`src/rtl/core/hsi_ring_cell.sv`:
```
// One cell of the ring search: decides one bit of the last complete ring.
module hsi_ring_cell #(
    parameter int unsigned IB  = 32,
    parameter int unsigned LB  = 17,
    parameter int unsigned BIT = 0
) (
    input  logic          clk,
    input  logic          rst_n,
    input  logic          en,
    input  logic          in_valid,
    input  logic [IB-1:0] in_n,
    input  logic [LB-1:0] in_lo,
    input  logic [IB-1:0] in_c,
    output logic          out_valid,
    output logic [IB-1:0] out_n,
    output logic [LB-1:0] out_lo,
    output logic [IB-1:0] out_c
);
    localparam int unsigned PW = 2 * LB + 1;
    localparam int unsigned CW = PW + 3;

    logic          valid_reg;
    logic [IB-1:0] n_reg;
    logic [LB-1:0] lo_reg, lo_next;
    logic [IB-1:0] c_reg, c_next;
    logic [LB-1:0] trial;
    logic [PW-1:0] prod;
    logic [CW-1:0] cells;
    logic          take;

    always_comb
    begin
        trial = in_lo | (LB'(1) << BIT);
        prod  = PW'(trial) * PW'({1'b0, trial} + (LB+1)'(1));
        cells = (CW'(prod) << 1) + CW'(prod) + CW'(1);
        if (CW > IB)
        begin
            take = cells <= CW'(in_n);
        end
        else
        begin
            take = IB'(cells) <= in_n;
        end
        lo_next = take ? trial : in_lo;
        c_next  = take ? IB'(cells) : in_c;
    end

    always_ff @(posedge clk or negedge rst_n)
    begin
        if (!rst_n)
        begin
            valid_reg <= 1'b0;
        end
        else if (en)
        begin
            valid_reg <= in_valid;
        end
    end

    always_ff @(posedge clk)
    begin
        if (en)
        begin
            n_reg  <= in_n;
            lo_reg <= lo_next;
            c_reg  <= c_next;
        end
    end

    assign out_valid = valid_reg;
    assign out_n     = n_reg;
    assign out_lo    = lo_reg;
    assign out_c     = c_reg;
endmodule

```
`config.mk`:
```
export PLATFORM = sky130hd
export DESIGN_NAME = hsi_ring_cell
export DESIGN_NICKNAME = d
export VERILOG_FILES = /design/src/rtl/core/hsi_ring_cell.sv
export SDC_FILE = /design/constraint.sdc
export NUM_CORES = 1
export LEC_CHECK = 0
export ABC_AREA = 1
export ABC_CLOCK_PERIOD_IN_PS = 2100
export BUFFER_PORTS_ARGS = -buffer_cell sky130_fd_sc_hd__buf_2
export CORE_MARGIN = 1
export CORE_UTILIZATION = 50
export DETAILED_ROUTE_END_ITERATION = 8
export GPL_ROUTABILITY_DRIVEN = 1
export PLACE_DENSITY = 0.77
export SYNTH_ARGS = -nofsm -noshare
export SYNTH_HDL_FRONTEND = slang
export SYNTH_SLANG_ARGS = --single-unit
```
`constraint.sdc`:
```
create_clock -name clk -period 2.1 [get_ports clk]
set_input_delay 0.315 -clock clk [delete_from_list [all_inputs] [get_ports clk]]
set_output_delay 0.315 -clock clk [all_outputs]
set_load 0.005 [all_outputs]
```
==> parameters.txt <==
Parameter                              Value

Drt
  Total wirelength of the detailed-routed design    59.0 mm
  Post-DR vias/cell    5.60
  Pre-Repair DR Iteration Count    6
  Number of nets still failing antenna checks after routing    0
  Routed length per instance    20.0 um
  Number of vias in the routed layout    16600
  Number of violations reported at the end of detailed-routing iteration 0    1379
  Remaining routing DRC violations    0

Worst setup path
  Launching element type of the critical path    input port
  Slack of the worst reg-to-reg path    1.36 ns
  Worst Setup End Kind    flop
  Required time at the worst-slack endpoint    2.23 ns
  Critical path data arrival time    9.71 ns
  Largest stage delay on the critical path    0.56 ns
  Worst Setup Path Type    in -> reg
  Launch point of the worst reg-to-reg path    out_valid$_DFFE_PN0P_
  Slowest-stage cell, CP    fa_1
  Critical path peak fanout    5
  Logic depth of the worst register-to-register path    1
  Reg2reg end    out_valid$_DFFE_PN0P_
  Most used cell along the critical path    fa_1

STA
  Final Cycle Share    457%
  Count of final max-slew check failures    0
  Worst Tran Pin Value    0.451 ns
  Clock skew after layout    0 ns
  Worst slew margin relative to its limit    69.8%
  Worst hold margin    0.131 ns
  Top achievable clock speed    0.104 GHz
  Slack of the critical path    -7.49 ns
  Hold Fails Final Rpt    0
  Min cycle time layout    9.59 ns
  Setup repair after global routing missed its margin    yes
  Final setup viols    33

Hold path
  Hold path startpoint    in_n[25]
  HP Class    in -> reg
  Worst Hold End    out_n[25]$_DFFE_PP_
  Number of stages on the worst hold path    1

Global routing
  Overflow after GRT    0
  Wire length of the first global-routing pass    78.7 mm
  Initial antenna violation count    0
  Vias in the first global route    15900
  Largest net degree at the start of global routing    30
  Gr usage total    32.2%

Placed design
  Count of placed standard cells including taps    2848
  IO Port Bufs    166
  Pre-CTS setup slack    -8.49 ns
  Post-DP HPWL    39.5 mm
  Gpl congestion    0.970

Layout
  Ant. Diodes    0
  Most common cell after layout, fill and taps aside    buf_4
  Core occupancy in the finished layout    74.9%
  Post-layout instance count excluding filler cells    2955
  Most frequent cells in the layout    buf_4 (419), inv_1 (401), nand2_1 (373)
  Number of nets at the end of the flow    3053
  Layout cells sized above 1    39.4%
  Post-synthesis to final-layout area growth    46.8%
  Area used by sequential logic in the layout    2460 um^2
  Fill cell total of the finished layout    1893
  Multi-input combinational cell area    13500 um^2

Die
  Row count    64
  DIE AREA    32000 um^2
  Area of the core    30700 um^2
  Top-Level Pins    167
  Floorplan die width    179 um
  Chip Height    179 um
  Effective utilization at floorplan    51.0%

Logic synthesis
  Number of warning messages in the yosys log    0
  Synthesized netlist net count    2462
  Post-synthesis sequential area ratio    15.7%
  Top flip-flop cell by instance count after synthesis    edfxtp_1
  Number of distinct library cell variants in the gate-level netlist after synthesis    43
  Dominant cell type by area after synthesis    fa_1
  Proportion of netlist area held by the largest area contributor    28.7%
  Gate count of the mapped netlist    1963
  Number of synthesized flops with an enable pin    81
  Avg Cell Area, Syn    7.97 um^2
  Synth top area cells    fa_1 (29%), edfxtp_1 (16%), ha_1 (15%), nand2_1 (11%), inv_1 (10%)
  Asr flop ratio synth    1.22%
  Count of state elements after synthesis    82
  Post-Syn Area    15700 um^2

Clocking
  Clock latency reported for the late side of the worst-skew pair    0.37 ns
  Clock tree root driver cell    clkbuf_16
  Number of buffers on the longest clock path    2
  Number of buffers created by CTS    9
  Clock tree from TritonCTS    built
  H-tree Lvls    3
  Sink count of the clock tree    82
  Clock transition at the register clock pins on the worst setup and hold paths after CTS    0.08 ns

Status
  Run status    finished, violations left
  Violated checks    setup timing

Job
  Maxcap violations    0
==> worst max-delay path, delay by kind of cell <==
kind            cells  cell delay, ns
fa+ha+maj          11            4.31
compound gates      3            0.54
simple gates       23            2.83
xor+xnor            1            0.17
buf+inv            15            1.52
==> cell usage after synthesis (5+ instances only) <==
cell and number:
clkinv_1 12, a21oi_1 75, xnor2_1 16, nand2_2 5
xor2_1 37, inv_2 9, o21bai_1 11, ha_1 190
a21o_1 7, o21ai_0 21, buf_2 6, clkbuf_1 24
nand3_1 82, edfxtp_1 81, nor2_1 195, nand2_1 471
fa_1 224, inv_1 428, nor4_1 10, nor3_1 12
==> kinds of logic (layout without fill, tap and decap cells) <==
group / Yosys count / after routing / synth area share [%]
fa+ha+maj: 414 / 414 / 43.8
compound gates: 126 / 126 / 4.49
buf+inv: 489 / 1085 / 12.0
mux: 1 / 1 / 0.0719
xor+xnor: 53 / 53 / 2.97
simple gates: 798 / 798 / 20.9
flops: 82 / 82 / 15.7
==> layer usage <==
metal,part of all wire (%),vias up,GRT usage (%),routed length [um]
met5,0,-,0,0
met4,8.0,0,15.7,4710
met3,9.9,402,5.94,5860
met2,47,1151,55.3,28000
met1,35,7831,38.7,20400
li1,-,7178,-,-
==> flip-flops by register name (all words and copies together), names as in the netlist <==
register,cells
out_valid,1
out_lo,17
out_c,32
out_n,32
==> stage by stage <==
step	instance area [um^2]	TNS (ns)
floorplan	16000	-212.94
global placement	19800	-275.32
detailed placement	19800	-278.64
CTS	21500	-221.82
global route	23000	-252.38
finish	23000	-244.58
==> how the worst max path moves through the flow <==
| stage | start | to | slack [ns] | depth (start not counted) |
|---|---|---|---|---|
| 2_1_floorplan | in_lo[1] | out_c[2]$_DFFE_PP_ | -6.46 | 54 |
| 3_3_place_gp | in_lo[1] | out_c[1]$_DFFE_PP_ | -8.37 | 54 |
| 3_5_place_dp | in_lo[1] | out_c[17]$_DFFE_PP_ | -8.49 | 54 |
| 4_1_cts | in_lo[2] | out_c[28]$_DFFE_PP_ | -6.78 | 51 |
| 5_1_grt | in_lo[2] | out_c[28]$_DFFE_PP_ | -7.71 | 50 |
| 6_report | in_lo[2] | out_c[25]$_DFFE_PP_ | -7.49 | 53 |
==> timing repair <==
| item | 4_1_cts | 5_1_grt |
|---|---|---|
| setup endpoints to repair | 33 | 33 |
| cloned | 3 | 1 |
| setup buffers | 50 | 39 |
| gates resized for setup | 190 | 259 |
| endpoints found under the hold margin | 1 | 0 |
| pin swaps | 93 | 152 |
| hold buffers | 1 | 0 |
==> cell type report <==
type | instances | area share, %
Clock inverter | 7 | 0.316
Inverter | 450 | 7.60
Clock buffer | 9 | 0.980
Multi-Input combinational cell | 1392 | 58.6
Timing Repair Buffer | 619 | 19.7
Tap cell | 396 | 2.16
Sequential cell | 82 | 10.7
Power is not shown: default switching activity piles up to over one toggle a cycle in this logic, so the estimate is an artifact.
