**config.mk**
```make
export PLATFORM = sky130hd
export DESIGN_NAME = hsi_side_cell
export DESIGN_NICKNAME = d
export VERILOG_FILES = /design/src/rtl/core/hsi_pkg.sv /design/src/rtl/core/hsi_side_cell.sv
export SDC_FILE = /design/constraint.sdc
export NUM_CORES = 1
export LEC_CHECK = 0
export ABC_CLOCK_PERIOD_IN_PS = 1050
export BUFFER_PORTS_ARGS = -buffer_cell sky130_fd_sc_hd__buf_2
export CORE_MARGIN = 2
export CORE_UTILIZATION = 50
export DETAILED_ROUTE_END_ITERATION = 6
export PLACE_DENSITY_LB_ADDON = 0.1
export SKIP_CTS_REPAIR_TIMING = 1
export SYNTH_ARGS = -nofsm -noshare
export SYNTH_HDL_FRONTEND = slang
export SYNTH_SLANG_ARGS = --single-unit
```
**constraint.sdc**
```tcl
create_clock -name clk -period 1.05 [get_ports clk]
set_clock_uncertainty 0.05 [all_clocks]
set_input_delay 0.0525 -clock clk [delete_from_list [all_inputs] [get_ports clk]]
set_output_delay 0.0525 -clock clk [all_outputs]
set_load 0.02 [all_outputs]
```
**src/rtl/core/hsi_pkg.sv**
```systemverilog
// Shared constants and corner helpers for the hex spiral index converter.
package hsi_pkg;

    localparam int unsigned SIDES = 6;
    localparam int unsigned SIDE_BITS = 3;
    localparam int unsigned COORD_BITS = 18;
    localparam int unsigned IN_BITS = 32;

    typedef logic [SIDE_BITS-1:0] side_t;
    typedef logic signed [COORD_BITS-1:0] coord_t;
    typedef logic signed [2:0] coef_t;

    function automatic coef_t corner_x(input side_t s);
        coef_t c;
        case (s)
            3'd0:    c = 3'sd2;
            3'd1:    c = 3'sd1;
            3'd2:    c = -3'sd1;
            3'd3:    c = -3'sd2;
            3'd4:    c = -3'sd1;
            3'd5:    c = 3'sd1;
            default: c = 3'sd0;
        endcase
        return c;
    endfunction

    function automatic coef_t corner_y(input side_t s);
        coef_t c;
        case (s)
            3'd1, 3'd2: c = 3'sd2;
            3'd4, 3'd5: c = -3'sd2;
            default:    c = 3'sd0;
        endcase
        return c;
    endfunction

    function automatic side_t next_side(input side_t s);
        side_t r;
        r = (s == side_t'(SIDES - 1)) ? side_t'(0) : side_t'(s + side_t'(1));
        return r;
    endfunction

    // Product of a value and a coefficient in -2..2, wrapped to the coordinate width.
    function automatic coord_t scale(input coord_t v, input coef_t c);
        coord_t r;
        case (c)
            3'sd1:   r = v;
            3'sd2:   r = coord_t'(v <<< 1);
            -3'sd1:  r = -v;
            -3'sd2:  r = -coord_t'(v <<< 1);
            default: r = '0;
        endcase
        return r;
    endfunction

endpackage

```
**src/rtl/core/hsi_side_cell.sv**
```systemverilog
// One cell of the side search: removes one side length from the ring offset when the offset holds one.
module hsi_side_cell #(
    parameter int unsigned IB = 32,
    parameter int unsigned LB = 17
) (
    input  logic                  clk,
    input  logic                  rst_n,
    input  logic                  en,
    input  logic                  in_valid,
    input  logic                  in_zero,
    input  logic [IB-1:0]         in_rem,
    input  logic [LB-1:0]         in_layer,
    input  hsi_pkg::side_t        in_side,
    output logic                  out_valid,
    output logic                  out_zero,
    output logic [IB-1:0]         out_rem,
    output logic [LB-1:0]         out_layer,
    output hsi_pkg::side_t        out_side
);
    import hsi_pkg::*;

    localparam int unsigned W = (IB > LB) ? IB : LB;

    logic          valid_reg;
    logic          zero_reg;
    logic [IB-1:0] rem_reg, rem_next;
    logic [LB-1:0] layer_reg;
    side_t         side_reg, side_next;
    logic          ge;

    always_comb
    begin
        ge = W'(in_rem) >= W'(in_layer);
        rem_next  = ge ? IB'(W'(in_rem) - W'(in_layer)) : in_rem;
        side_next = ge ? side_t'(in_side + side_t'(1)) : in_side;
    end

    always_ff @(posedge clk or negedge rst_n)
    begin
        if (!rst_n)
        begin
            valid_reg <= 1'b0;
        end
        else if (en)
        begin
            valid_reg <= in_valid;
        end
    end

    always_ff @(posedge clk)
    begin
        if (en)
        begin
            zero_reg  <= in_zero;
            rem_reg   <= rem_next;
            layer_reg <= in_layer;
            side_reg  <= side_next;
        end
    end

    assign out_valid = valid_reg;
    assign out_zero  = zero_reg;
    assign out_rem   = rem_reg;
    assign out_layer = layer_reg;
    assign out_side  = side_reg;
endmodule

```
==> results.txt, run 1 <==
----------------------------------------------------
[Synthesis]
  Most common cell in the netlist ... sky130_fd_sc_hd__edfxtp_1
  Commonest cells in the netlist ... sky130_fd_sc_hd__edfxtp_1 (53), sky130_fd_sc_hd__nand2_1 (37), sky130_fd_sc_hd__inv_1 (22)
  Synthesis Warnings ... 0
  Netlist area before placement ... 3138 sq um
  Mapped Nets ... 355
  Sequential element share of the synthesized area ... 0.5152
  Synth Instances ... about 280
  Post-synth top flop ... sky130_fd_sc_hd__edfxtp_1
  Post-synth top area cell ... sky130_fd_sc_hd__edfxtp_1
  Netlist cell types ... 46
  Top cell type's share of synthesized area ... 0.5072
  FF+latch count, synth ... 54
  Post-Synthesis Mean Instance Area ... 11.25 sq um
  Most area-consuming cells after synthesis ... sky130_fd_sc_hd__edfxtp_1 (51%), sky130_fd_sc_hd__ha_1 (7.2%), sky130_fd_sc_hd__xor2_1 (5.0%)
  Fraction of synthesis flops using an asynchronous set or reset pin ... 0.01852
  Number of enable-type register cells in the synthesized netlist ... 53

[Layout]
  Final non-filler cell area ... 5640 sq um
  Number of fillers in the final layout ... 172
  Fraction of final layout cells with drive strength greater than 1 ... 0.5841
  Area overhead of the layout relative to synthesis ... 79.74%
  Count of nets after finishing ... between 500 and 600

[GRT]
  Number of antenna violations at the first check in global routing ... 1
  Met2 Track Usage GR ... 0.3944
  Top Usage Layer GRT ... met2
  Via count of the first global-routing pass ... 2788
  Overall Global Routing Usage ... 0.2214
  Grt met3 use ... 0.03777
  Maximum number of pins on one net before global-route repair ... 27
  Global-route wire length before repair ... 12510 microns
  Total congestion overflow ... 0
  Global-route track usage on met1 ... 0.2687

[Timing]
  Final Hold Viols ... 0
  Min cycle time layout ... 2181 ps
  Total setup violations reported at the end of the flow ... 35
  Worst slew pin tran ... 754.3 ps
  Max Fclk ... 0.4585 GHz
  Worst setup margin ... -1131 ps
  Worst slew margin ... 0.4971
  Hold slack ... around 19 ps
  Unrepaired setup endpoints after global routing ... true
  Max Slew Vio Count ... 0
  Portion of the clock cycle consumed by the worst path in the final layout ... 2.077

[Die]
  Chip width ... 83.22 microns
  Core Footprint ... 5991 sq um
  Total I/O pin count ... about 110
  Die area ... 6926 sq um
  FP Rows ... 28
  Vertical extent of the die ... 83.22 microns
  Initial core utilization ... 0.5238

[Clocking]
  H-Tree Level Count ... 2
  Clock insertion delay at the later pin of the skew report ... 320 ps
  Number of buffers added by the clock tree synthesis step ... 5
  CTS Sinks ... 54
  Clock slew at reported path FFs ... 90 ps
  Maximum buffer depth of the clock tree ... 2
  TritonCTS clock tree ... built
  Clk root buf ... sky130_fd_sc_hd__clkbuf_8

[Critical path]
  Max Fanout on Critical Path ... 6
  Worst setup path category ... input port to flip-flop
  CP Data Required Time ... 1060 ps
  CP startpoint kind ... input port
  Crit path arrival time ... 2190 ps
  Crit path capture type ... flip-flop

[Drt]
  DRT Wirelength ... 13180 microns
  # DRC ... 0
  DR pass1 iterations ... 5
  Vias per inst ... about 5.9
  Mean routed wirelength per cell ... 22.23 microns
  Antenna Nets Post-Route ... 0
  Number of DRC markers after the initial detailed-route iteration ... approximately 290
  Total via count in the routed design ... 3502

[Place]
  Post-detail-place hpwl ... 6142 microns
  Place WS ... -1428 ps
  Total cell area at the placement stage ... 4378 sq um
  Routability Congestion ... 0.8616
  Port Buf Inserts ... 110

[Min path]
  Worst hold path type ... input port to flip-flop

[Pwr]
  Total power divided by cell area ... 1165 nW/um^2
  VDD IR-drop max ... a little under 0.0009 V
  LEAKAGE ... 2.421 nW
  Power Total ... 0.006570 W

[Run]
  Count of max-cap constraint violations ... 0

[Status]
  Violated checks ... negative setup slack
  Status ... finished with violations

----------------------------------------------------
## layout make-up
class	instances	area [sq um]	area share
repair buffers	235	1769	0.3137
diodes	1	2.502	0.0004437
flip-flops and latches	54	1617	0.2866
clock buffers	6	72.57	0.01287
inverters	22	97.59	0.01730
multi-input cells	198	1951	0.3458
clock inverters	2	37.54	0.006655
well taps	75	93.84	0.01664
## worst max-delay path: stages
cell and delay, ps:
sky130_fd_sc_hd__buf_8 90, sky130_fd_sc_hd__inv_8 30, sky130_fd_sc_hd__ha_4 160, sky130_fd_sc_hd__fa_2 360
sky130_fd_sc_hd__nand2b_4 170, sky130_fd_sc_hd__a21oi_4 190, sky130_fd_sc_hd__o21ai_4 100, sky130_fd_sc_hd__o211ai_4 270
sky130_fd_sc_hd__a21oi_4 170, sky130_fd_sc_hd__buf_6 190, sky130_fd_sc_hd__nor4_4 280, sky130_fd_sc_hd__xor2_1 130
## state kept, by name, indices dropped and copies added, names as in the netlist
register and flops:
out_layer 17, out_rem 32, out_side 3, out_valid 1
out_zero 1
## where the power goes
| part | leakage (nW) | internal (W) | switching [W] |
|---|---|---|---|
| clock | 0.0514 | 0.000713 | 0.000719 |
| combinational | 1.84 | 0.00108 | 0.00133 |
| sequential | 0.530 | 0.00266 | 0.0000716 |
## per-layer routing
metal	wire length (microns)	vias to the layer above
met1	4810	1678
met2	6623	252
li1	-	1484
met4	847	0
met5	0	-
met3	898	88
## cells in the final DEF (no fill, tap or decap), drive strengths merged, types with 4 or more instances in the layout
cell type / synthesis / routed
a21oi: 13 / 14
buf: 5 / 207
nor4: 8 / 8
nor3: 4 / 4
a21o: 6 / 6
inv: 22 / 22
nand2b: 8 / 8
nand2: 38 / 38
a31oi: 5 / 5
nor2: 10 / 10
xnor2: 13 / 13
edfxtp: 53 / 53
o21ai: 23 / 23
xor2: 18 / 18
ha: 18 / 18
clkbuf: 1 / 9
dlygate4sd3: 0 / 25
## logic make-up after synthesis
kind of cell | after synthesis | synth area share
AO/OA/AOI/OAI | 63 | 0.1364
XOR/XNOR | 31 | 0.08652
adder cells (fa/ha/maj) | 19 | 0.07815
buffers and inverters | 28 | 0.04027
flip-flops | 54 | 0.5152
multiplexers | 2 | 0.007177
AND/OR/NAND/NOR | 82 | 0.1364
## path summary, 6_finish.rpt
path	depth (start not counted)	to	startpoint	slack (ps)
worst max-delay path	12	out_rem[23]$_DFFE_PP_	in_rem[0]	-1130
worst min-delay path	3	out_rem[7]$_DFFE_PP_	in_rem[7]	20
worst min register to register	1	out_valid$_DFFE_PN0P_	out_valid$_DFFE_PN0P_	530
min in group asynchronous	3	out_valid$_DFFE_PN0P_	rst_n	590
worst max register to register	1	out_valid$_DFFE_PN0P_	out_valid$_DFFE_PN0P_	200
max in group asynchronous	3	out_valid$_DFFE_PN0P_	rst_n	240
## stage by stage
| stage | TNS, ps | std cells | utilization |
|---|---|---|---|
| floorplan | -36740 | 279 | - |
| global placement | -45450 | 531 | 0.7308 |
| detailed placement | -47150 | 531 | 0.7308 |
| CTS | -36200 | 539 | 0.7492 |
| global route | -35730 | 593 | 0.9415 |
| finish | -34220 | 593 | 0.9415 |
Note: power is estimated with default switching activity, not from simulation.
==> run 2: changes to the inputs <==
Settings changed: PLACE_DENSITY from default to 0.87, PLACE_DENSITY_LB_ADDON 0.1 to default.
==> run 2 against run 1 <==
The run ends with negative hold slack, negative setup slack left. Power is 6.3% lower. Worst hold slack worse by 20 ps. Sequential power hardly changed. Non-clock buffer count is 18 lower. Critical path type unchanged. Largest power group unchanged.
==> results.txt, run 2 (synthesis results as in run 1) <==
----------------------------------------------------
[Status]
  Status ... finished with violations
  Violated checks ... negative hold slack, negative setup slack

[Timing]
  Min cycle time layout ... 2055 ps (-126.7 ps)
  Worst slew margin ... 0.5475 (+0.05040)
  Max Fclk ... 0.4867 GHz (+6.2%)
  Hold slack ... -0.8912 ps (-19.98 ps)
  Worst setup margin ... -1005 ps (+126.7 ps)
  Portion of the clock cycle consumed by the worst path in the final layout ... 1.957 (-0.1206)
  Sum of negative setup slack ... -30500 ps (+3722 ps)
  Total setup violations reported at the end of the flow ... 35 (unchanged)
  Max Slew Vio Count ... 0 (unchanged)
  Unrepaired setup endpoints after global routing ... true
  Worst slew pin tran ... 678.7 ps (-75.59 ps)
  Final Hold Viols ... 1 (+1)

[Critical path]
  Crit path arrival time ... 2070 ps (-120 ps)
  Delay of the slowest cell on the worst path ... 340 ps (-20 ps)
  Max Fanout on Critical Path ... 5 (-1)
  Crit path capture type ... flip-flop
  Cell at the slowest stage of the critical path ... sky130_fd_sc_hd__fa_2
  CP Data Required Time ... 1060 ps (about the same)
  CP startpoint kind ... input port
  Worst setup path category ... input port to flip-flop
  Top cell by count, worst path ... sky130_fd_sc_hd__a21oi_4
  Worst path cell trace ... buf_8 -> inv_8 -> ha_4 -> fa_2 -> nand2b_4 -> a21oi_4 -> o21ai_4 -> o211ai_4 -> a21oi_4 -> buf_12 -> nor4_4 -> xor2_1

[GRT]
  Number of antenna violations at the first check in global routing ... 0 (-1)
  Overall Global Routing Usage ... 0.2359 (+0.01449)
  Global-route wire length before repair ... 13340 microns (+6.7%)
  Via count of the first global-routing pass ... 2915 (+4.6%)
  Total congestion overflow ... 0 (unchanged)
  Maximum number of pins on one net before global-route repair ... 21 (-22%)

[Clocking]
  Clock insertion delay at the later pin of the skew report ... 310 ps (about the same)
  TritonCTS clock tree ... built
  Clk root buf ... sky130_fd_sc_hd__clkbuf_8
  Maximum buffer depth of the clock tree ... 2 (unchanged)
  Number of buffers added by the clock tree synthesis step ... 5 (unchanged)
  CTS Sinks ... 54 (unchanged)
  Clock slew at reported path FFs ... 100 ps (about the same)
  H-Tree Level Count ... 2 (unchanged)

[Drt]
  Antenna Nets Post-Route ... 0 (unchanged)
  Vias per inst ... 5.502 (-6.8%)
  DRT Wirelength ... 10270 microns (-22%)
  Total via count in the routed design ... 3158 (-9.8%)
  Mean routed wirelength per cell ... 17.90 microns (-19%)
  DR pass1 iterations ... 5 (unchanged)
  Number of DRC markers after the initial detailed-route iteration ... 236 (-18%)
  # DRC ... 0 (unchanged)

[Pwr]
  VDD IR-drop max ... 0.0007289 V (-17%)
  Sequential group share of total power ... 0.441 (+0.026)
  Switching power as a share of total power ... 0.3057 (-0.01676)
  Proportion of power drawn by the clock network ... 0.229 (+0.011)
  Switching power total ... 0.001882 W (-11%)
  Cell internal pwr ... 0.004275 W (-4.0%)
  Comb pwr share ... 0.330 (-0.037)
  LEAKAGE ... 2.223 nW (-8.2%)
  Total power divided by cell area ... 1220 nW/um^2 (+4.7%)

[Place]
  Place WS ... -1413 ps (+15.18 ps)
  Number of placed cells counting well taps ... 532 (+0.19%)
  Post-detail-place hpwl ... 6438 microns (+4.8%)
  Routability Congestion ... 0.9082 (+5.4%)
  Port Buf Inserts ... 110 (unchanged)

[Run]
  Count of max-cap constraint violations ... 0 (unchanged)

[Die]
  Vertical extent of the die ... 83.22 microns (unchanged)
  Chip width ... 83.22 microns (unchanged)
  FP Rows ... 28 (unchanged)
  Core Footprint ... 5991 sq um (unchanged)
  Total I/O pin count ... 111 (unchanged)
  Initial core utilization ... 0.5238 (unchanged)
  Die area ... 6926 sq um (unchanged)

[Layout]
  Count of nets after finishing ... 574 (-3.0%)
  Max reg flops ... 32 (unchanged)
  Fraction of final layout cells with drive strength greater than 1 ... 0.4870 (-0.09717)
  Area overhead of the layout relative to synthesis ... 60.85%
  Number of fillers in the final layout ... 322 (+87%)
  Most common library cell in the layout ignoring fill and taps ... sky130_fd_sc_hd__buf_2
  Commonest cells after routing, fill and taps aside ... sky130_fd_sc_hd__buf_2 (106), sky130_fd_sc_hd__buf_4 (79), sky130_fd_sc_hd__edfxtp_1 (53), sky130_fd_sc_hd__nand2_1 (37), sky130_fd_sc_hd__dlygate4sd3_1 (24)
  Final std cells w/o fill ... 574 (-3.2%)
  Number of diodes ... 0 (-1)

[Min path]
  Worst hold path type ... input port to flip-flop

----------------------------------------------------
-- run 2: critical path: cells and delay by family --
family,cells,cell delay (ps)
AO/OA/AOI/OAI,4,660
buffers and inverters,3,300
adder cells (fa/ha/maj),2,500
XOR/XNOR,1,110
AND/OR/NAND/NOR,2,430
-- run 2: cell type report --
type	instances	area (sq um)	share of cell area
Clock inverter	2	37.54	0.007437
Inverter	22	92.59	0.01834
Sequential cell	54	1617	0.3203
Clock buffer	6	72.57	0.01438
Multi-Input combinational cell	198	1633	0.3235
Timing Repair Buffer	217	1501	0.2975
Tap cell	75	93.84	0.01859
-- run 2: power by group through the flow --
stage               Combinational (W)  Sequential [W]  Clock, W
floorplan                    0.000624         0.00308         0
global placement              0.00169         0.00275         0
detailed placement            0.00175         0.00276         0
CTS                           0.00177         0.00271   0.00143
global route                  0.00215         0.00274   0.00150
finish                        0.00203         0.00272   0.00141
-- run 2: per-stage QoR --
stage | util | power [W] | cell area (sq um)
2_1_floorplan | - | 0.003703 | 3213
3_3_place_gp | 0.7383 | 0.004446 | 4423
3_5_place_dp | 0.7383 | 0.004513 | 4423
4_1_cts | 0.7567 | 0.005908 | 4533
5_1_grt | 0.8425 | 0.006391 | 5047
6_report | 0.8425 | 0.006157 | 5047
-- run 2: metal layers --
| metal | vias to the layer above | GRT usage | wire [microns] |
|---|---|---|---|
| li1 | 1451 | - | - |
| met2 | 171 | 0.4413 | 5427 |
| met1 | 1495 | 0.2619 | 3852 |
| met3 | 41 | 0.06262 | 694 |
| met5 | - | 0 | 0 |
| met4 | 0 | 0.06408 | 299 |
-- run 2: final timing paths --
path | slack, ps | startpoint | to | cells past startpoint
min in group asynchronous | 520 | rst_n | out_valid$_DFFE_PN0P_ | 3
hold / removal | -0.9 | in_rem[0] | out_rem[0]$_DFFE_PP_ | 3
setup / recovery | -1000 | in_rem[0] | out_rem[23]$_DFFE_PP_ | 12
hold reg to reg | 480 | out_valid$_DFFE_PN0P_ | out_valid$_DFFE_PN0P_ | 1
setup reg to reg | 240 | out_valid$_DFFE_PN0P_ | out_valid$_DFFE_PN0P_ | 1
max in group asynchronous | 330 | rst_n | out_valid$_DFFE_PN0P_ | 3
==> run 3: changes to the inputs <==
--- a/config.mk
+++ b/config.mk
@@ -13,2 +13,3 @@
 export PLACE_DENSITY = 0.87
+export RECOVER_POWER = 100
 export SKIP_CTS_REPAIR_TIMING = 1
==> constraint.sdc (replaced) <==
create_clock -name clk -period 1.05 [get_ports clk]
set_clock_uncertainty 0.05 [all_clocks]
set_input_delay 0.21 -clock clk [delete_from_list [all_inputs] [get_ports clk]]
set_output_delay 0.21 -clock clk [all_outputs]
set_load 0.02 [all_outputs]
==> run 3 against run 2 <==
The run ends with negative setup slack left. Via count down 1.1%. Worst setup slack worse by 210 ps. Die area unchanged. Final cell count down 3.1%. Wire length up 6.3%. Cell area up 1.3%. Non-clock buffer count down 18. Critical path type unchanged. Highest routed layer is now met5.
==> results.txt, run 3 (synthesis results as in run 1) <==
----------------------------------------------------
[GRT]
  Global-route track usage on met1 ... 0.2684 (+0.006452)
  Number of antenna violations at the first check in global routing ... 1 (+1)
  Via count of the first global-routing pass ... 2835 (-2.7%)
  Maximum number of pins on one net before global-route repair ... 22 (+4.8%)
  Top Usage Layer GRT ... met2
  Overall Global Routing Usage ... 0.2306 (-0.005293)
  Grt met3 use ... 0.05567 (-0.006958)
  Total congestion overflow ... 0 (unchanged)
  Met2 Track Usage GR ... 0.4208 (-0.02053)
  Global-route wire length before repair ... 13040 microns (-2.3%)

[Die]
  Total I/O pin count ... 111 (unchanged)
  Vertical extent of the die ... 83.22 microns (unchanged)
  Initial core utilization ... 0.5238 (unchanged)
  Chip width ... 83.22 microns (unchanged)
  Core Footprint ... 5991 sq um (unchanged)
  FP Rows ... 28 (unchanged)
  Die area ... 6926 sq um (unchanged)

[Clocking]
  H-Tree Level Count ... 2 (unchanged)
  Clock insertion delay at the later pin of the skew report ... 320 ps (about the same)
  Number of buffers added by the clock tree synthesis step ... 5 (unchanged)
  Maximum buffer depth of the clock tree ... 2 (unchanged)
  Clk root buf ... sky130_fd_sc_hd__clkbuf_8
  Clock slew at reported path FFs ... 90 ps (about the same)
  TritonCTS clock tree ... built
  CTS Sinks ... 54 (unchanged)

[Timing]
  Portion of the clock cycle consumed by the worst path in the final layout ... 2.153 (+0.1965)
  Total setup violations reported at the end of the flow ... 89 (+150%)
  Min cycle time layout ... 2261 ps (+206.3 ps)
  Worst slew margin ... 0.6860 (+0.1385)
  Worst slew pin tran ... 470.0 ps (-208.7 ps)
  Max Fclk ... 0.4423 GHz (-9.1%)
  Hold slack ... 21.21 ps (+22.10 ps)
  Unrepaired setup endpoints after global routing ... true
  Final Hold Viols ... 0 (-1)
  Worst setup margin ... -1211 ps (-206.3 ps)
  Sum of negative setup slack ... -42770 ps (-12280 ps)
  Max Slew Vio Count ... 0 (unchanged)

[Drt]
  DRT Wirelength ... 10930 microns (+6.3%)
  Antenna Nets Post-Route ... 0 (unchanged)
  Number of DRC markers after the initial detailed-route iteration ... 250 (+5.9%)
  DR pass1 iterations ... 4 (-1)
  # DRC ... 0 (unchanged)
  Vias per inst ... 5.617 (+2.1%)
  Total via count in the routed design ... 3123 (-1.1%)
  Mean routed wirelength per cell ... 19.65 microns (+9.8%)

[Layout]
  Area overhead of the layout relative to synthesis ... 62.96%
  Max reg flops ... 32 (unchanged)
  Final standard cell utilization of the core ... 0.8536 (+0.01107)
  Number of diodes ... 0 (unchanged)
  Commonest cells after routing, fill and taps aside ... sky130_fd_sc_hd__buf_4 (76), sky130_fd_sc_hd__buf_2 (70), sky130_fd_sc_hd__edfxtp_1 (53), sky130_fd_sc_hd__buf_6 (39), sky130_fd_sc_hd__nand2_1 (32)
  Fraction of final layout cells with drive strength greater than 1 ... 0.5239 (+0.03693)
  Count of nets after finishing ... 556 (-3.1%)
  Final non-filler cell area ... 5114 sq um (+1.3%)
  Most common library cell in the layout ignoring fill and taps ... sky130_fd_sc_hd__buf_4

[Critical path]
  Setup slack of the worst register-to-register path ... 220 ps (-20 ps)
  Origin of the critical flop-to-flop path ... out_valid$_DFFE_PN0P_
  Reg2reg end ... out_valid$_DFFE_PN0P_
  Cell count along the critical path ... 13 (+1)
  CP startpoint kind ... input port
  Max Fanout on Critical Path ... 10 (+5)
  Crit path capture type ... flip-flop
  Buffers & Inverters on Critical Path ... 4 (+1)
  CP Data Required Time ... 1050 ps (about the same)
  Delay of the slowest cell on the worst path ... 350 ps (about the same)
  Cell at the slowest stage of the critical path ... sky130_fd_sc_hd__fa_2
  Top Family by Delay on Critical Path ... compound AO/OA/AOI/OAI gates
  Worst path cell trace ... buf_8 -> inv_8 -> ha_4 -> fa_2 -> nand2b_4 -> a21oi_4 -> o21ai_4 -> o211ai_4 -> a21oi_4 -> buf_4 -> buf_4 -> nand2_1 -> o21ai_0
  Worst r2r path cells ... 1 (unchanged)
  Crit path arrival time ... 2260 ps (+190 ps)
  Worst setup path category ... input port to flip-flop

[Pwr]
  LEAKAGE ... 2.214 nW (-0.43%)
  VDD IR-drop max ... 0.0007503 V (+2.9%)
  Total power divided by cell area ... 1240 nW/um^2 (+1.6%)
  Power Total ... 0.006340 W (+3.0%)

[Place]
  Post-detail-place hpwl ... 6416 microns (-0.35%)
  Port Buf Inserts ... 110 (unchanged)
  Routability Congestion ... 0.9165 (+0.91%)
  Total cell area at the placement stage ... 4423 sq um (unchanged)

[Status]
  Violated checks ... negative setup slack
  Status ... finished with violations

[Min path]
  Worst hold path type ... input port to flip-flop
  Destination of the worst hold path ... out_zero$_DFFE_PP_
  Worst min-delay path startpoint ... in_zero
  Worst Hold Depth ... 1 (-2)

[Run]
  Count of max-cap constraint violations ... 0 (unchanged)

----------------------------------------------------
## run 3: changes by cell type in the layout (fill, tap and decap cells not counted), sizes merged
cell and change:
clkbuf +9, dlygate4sd3 -23, buf -4
## run 3: layout make-up
cell class / instances / area (sq um)
Clock inverter: 2 / 37.54
Clock buffer: 6 / 72.57
Inverter: 22 / 92.59
Sequential cell: 54 / 1617
Multi-Input combinational cell: 198 / 1719
Fill cell: 292 / 877.1
Timing Repair Buffer: 199 / 1481
Tap cell: 75 / 93.84
## run 3: how the worst max path moves through the flow
stage	start	end	slack, ps
4_1_cts	in_layer[11]	out_side[1]$_DFFE_PP_	-1270
3_3_place_gp	in_layer[11]	out_side[1]$_DFFE_PP_	-1550
3_5_place_dp	in_layer[11]	out_side[1]$_DFFE_PP_	-1590
6_report	in_rem[0]	out_rem[8]$_DFFE_PP_	-1210
5_1_grt	in_layer[5]	out_rem[28]$_DFFE_PP_	-1340
2_1_floorplan	in_rem[0]	out_side[1]$_DFFE_PP_	-1320
## run 3: through the flow
| step | std cells | setup WS (ps) |
|---|---|---|
| floorplan | 279 | -1316 |
| global placement | 532 | -1549 |
| detailed placement | 532 | -1595 |
| CTS | 540 | -1271 |
| global route | 556 | -1339 |
| finish | 556 | -1211 |
## run 3: routing by layer
metal,share of wire,wire (microns),vias up
met4,0.037,405,2
li1,-,-,1408
met2,0.52,5707,182
met3,0.065,714,36
met5,0.0012,13,-
met1,0.37,4084,1495
## run 3: power breakdown
part	total, W	switching [W]	internal (W)
logic	0.00217	0.00116	0.00101
clock network	0.00141	0.000702	0.000713
registers	0.00275	0.0000904	0.00266
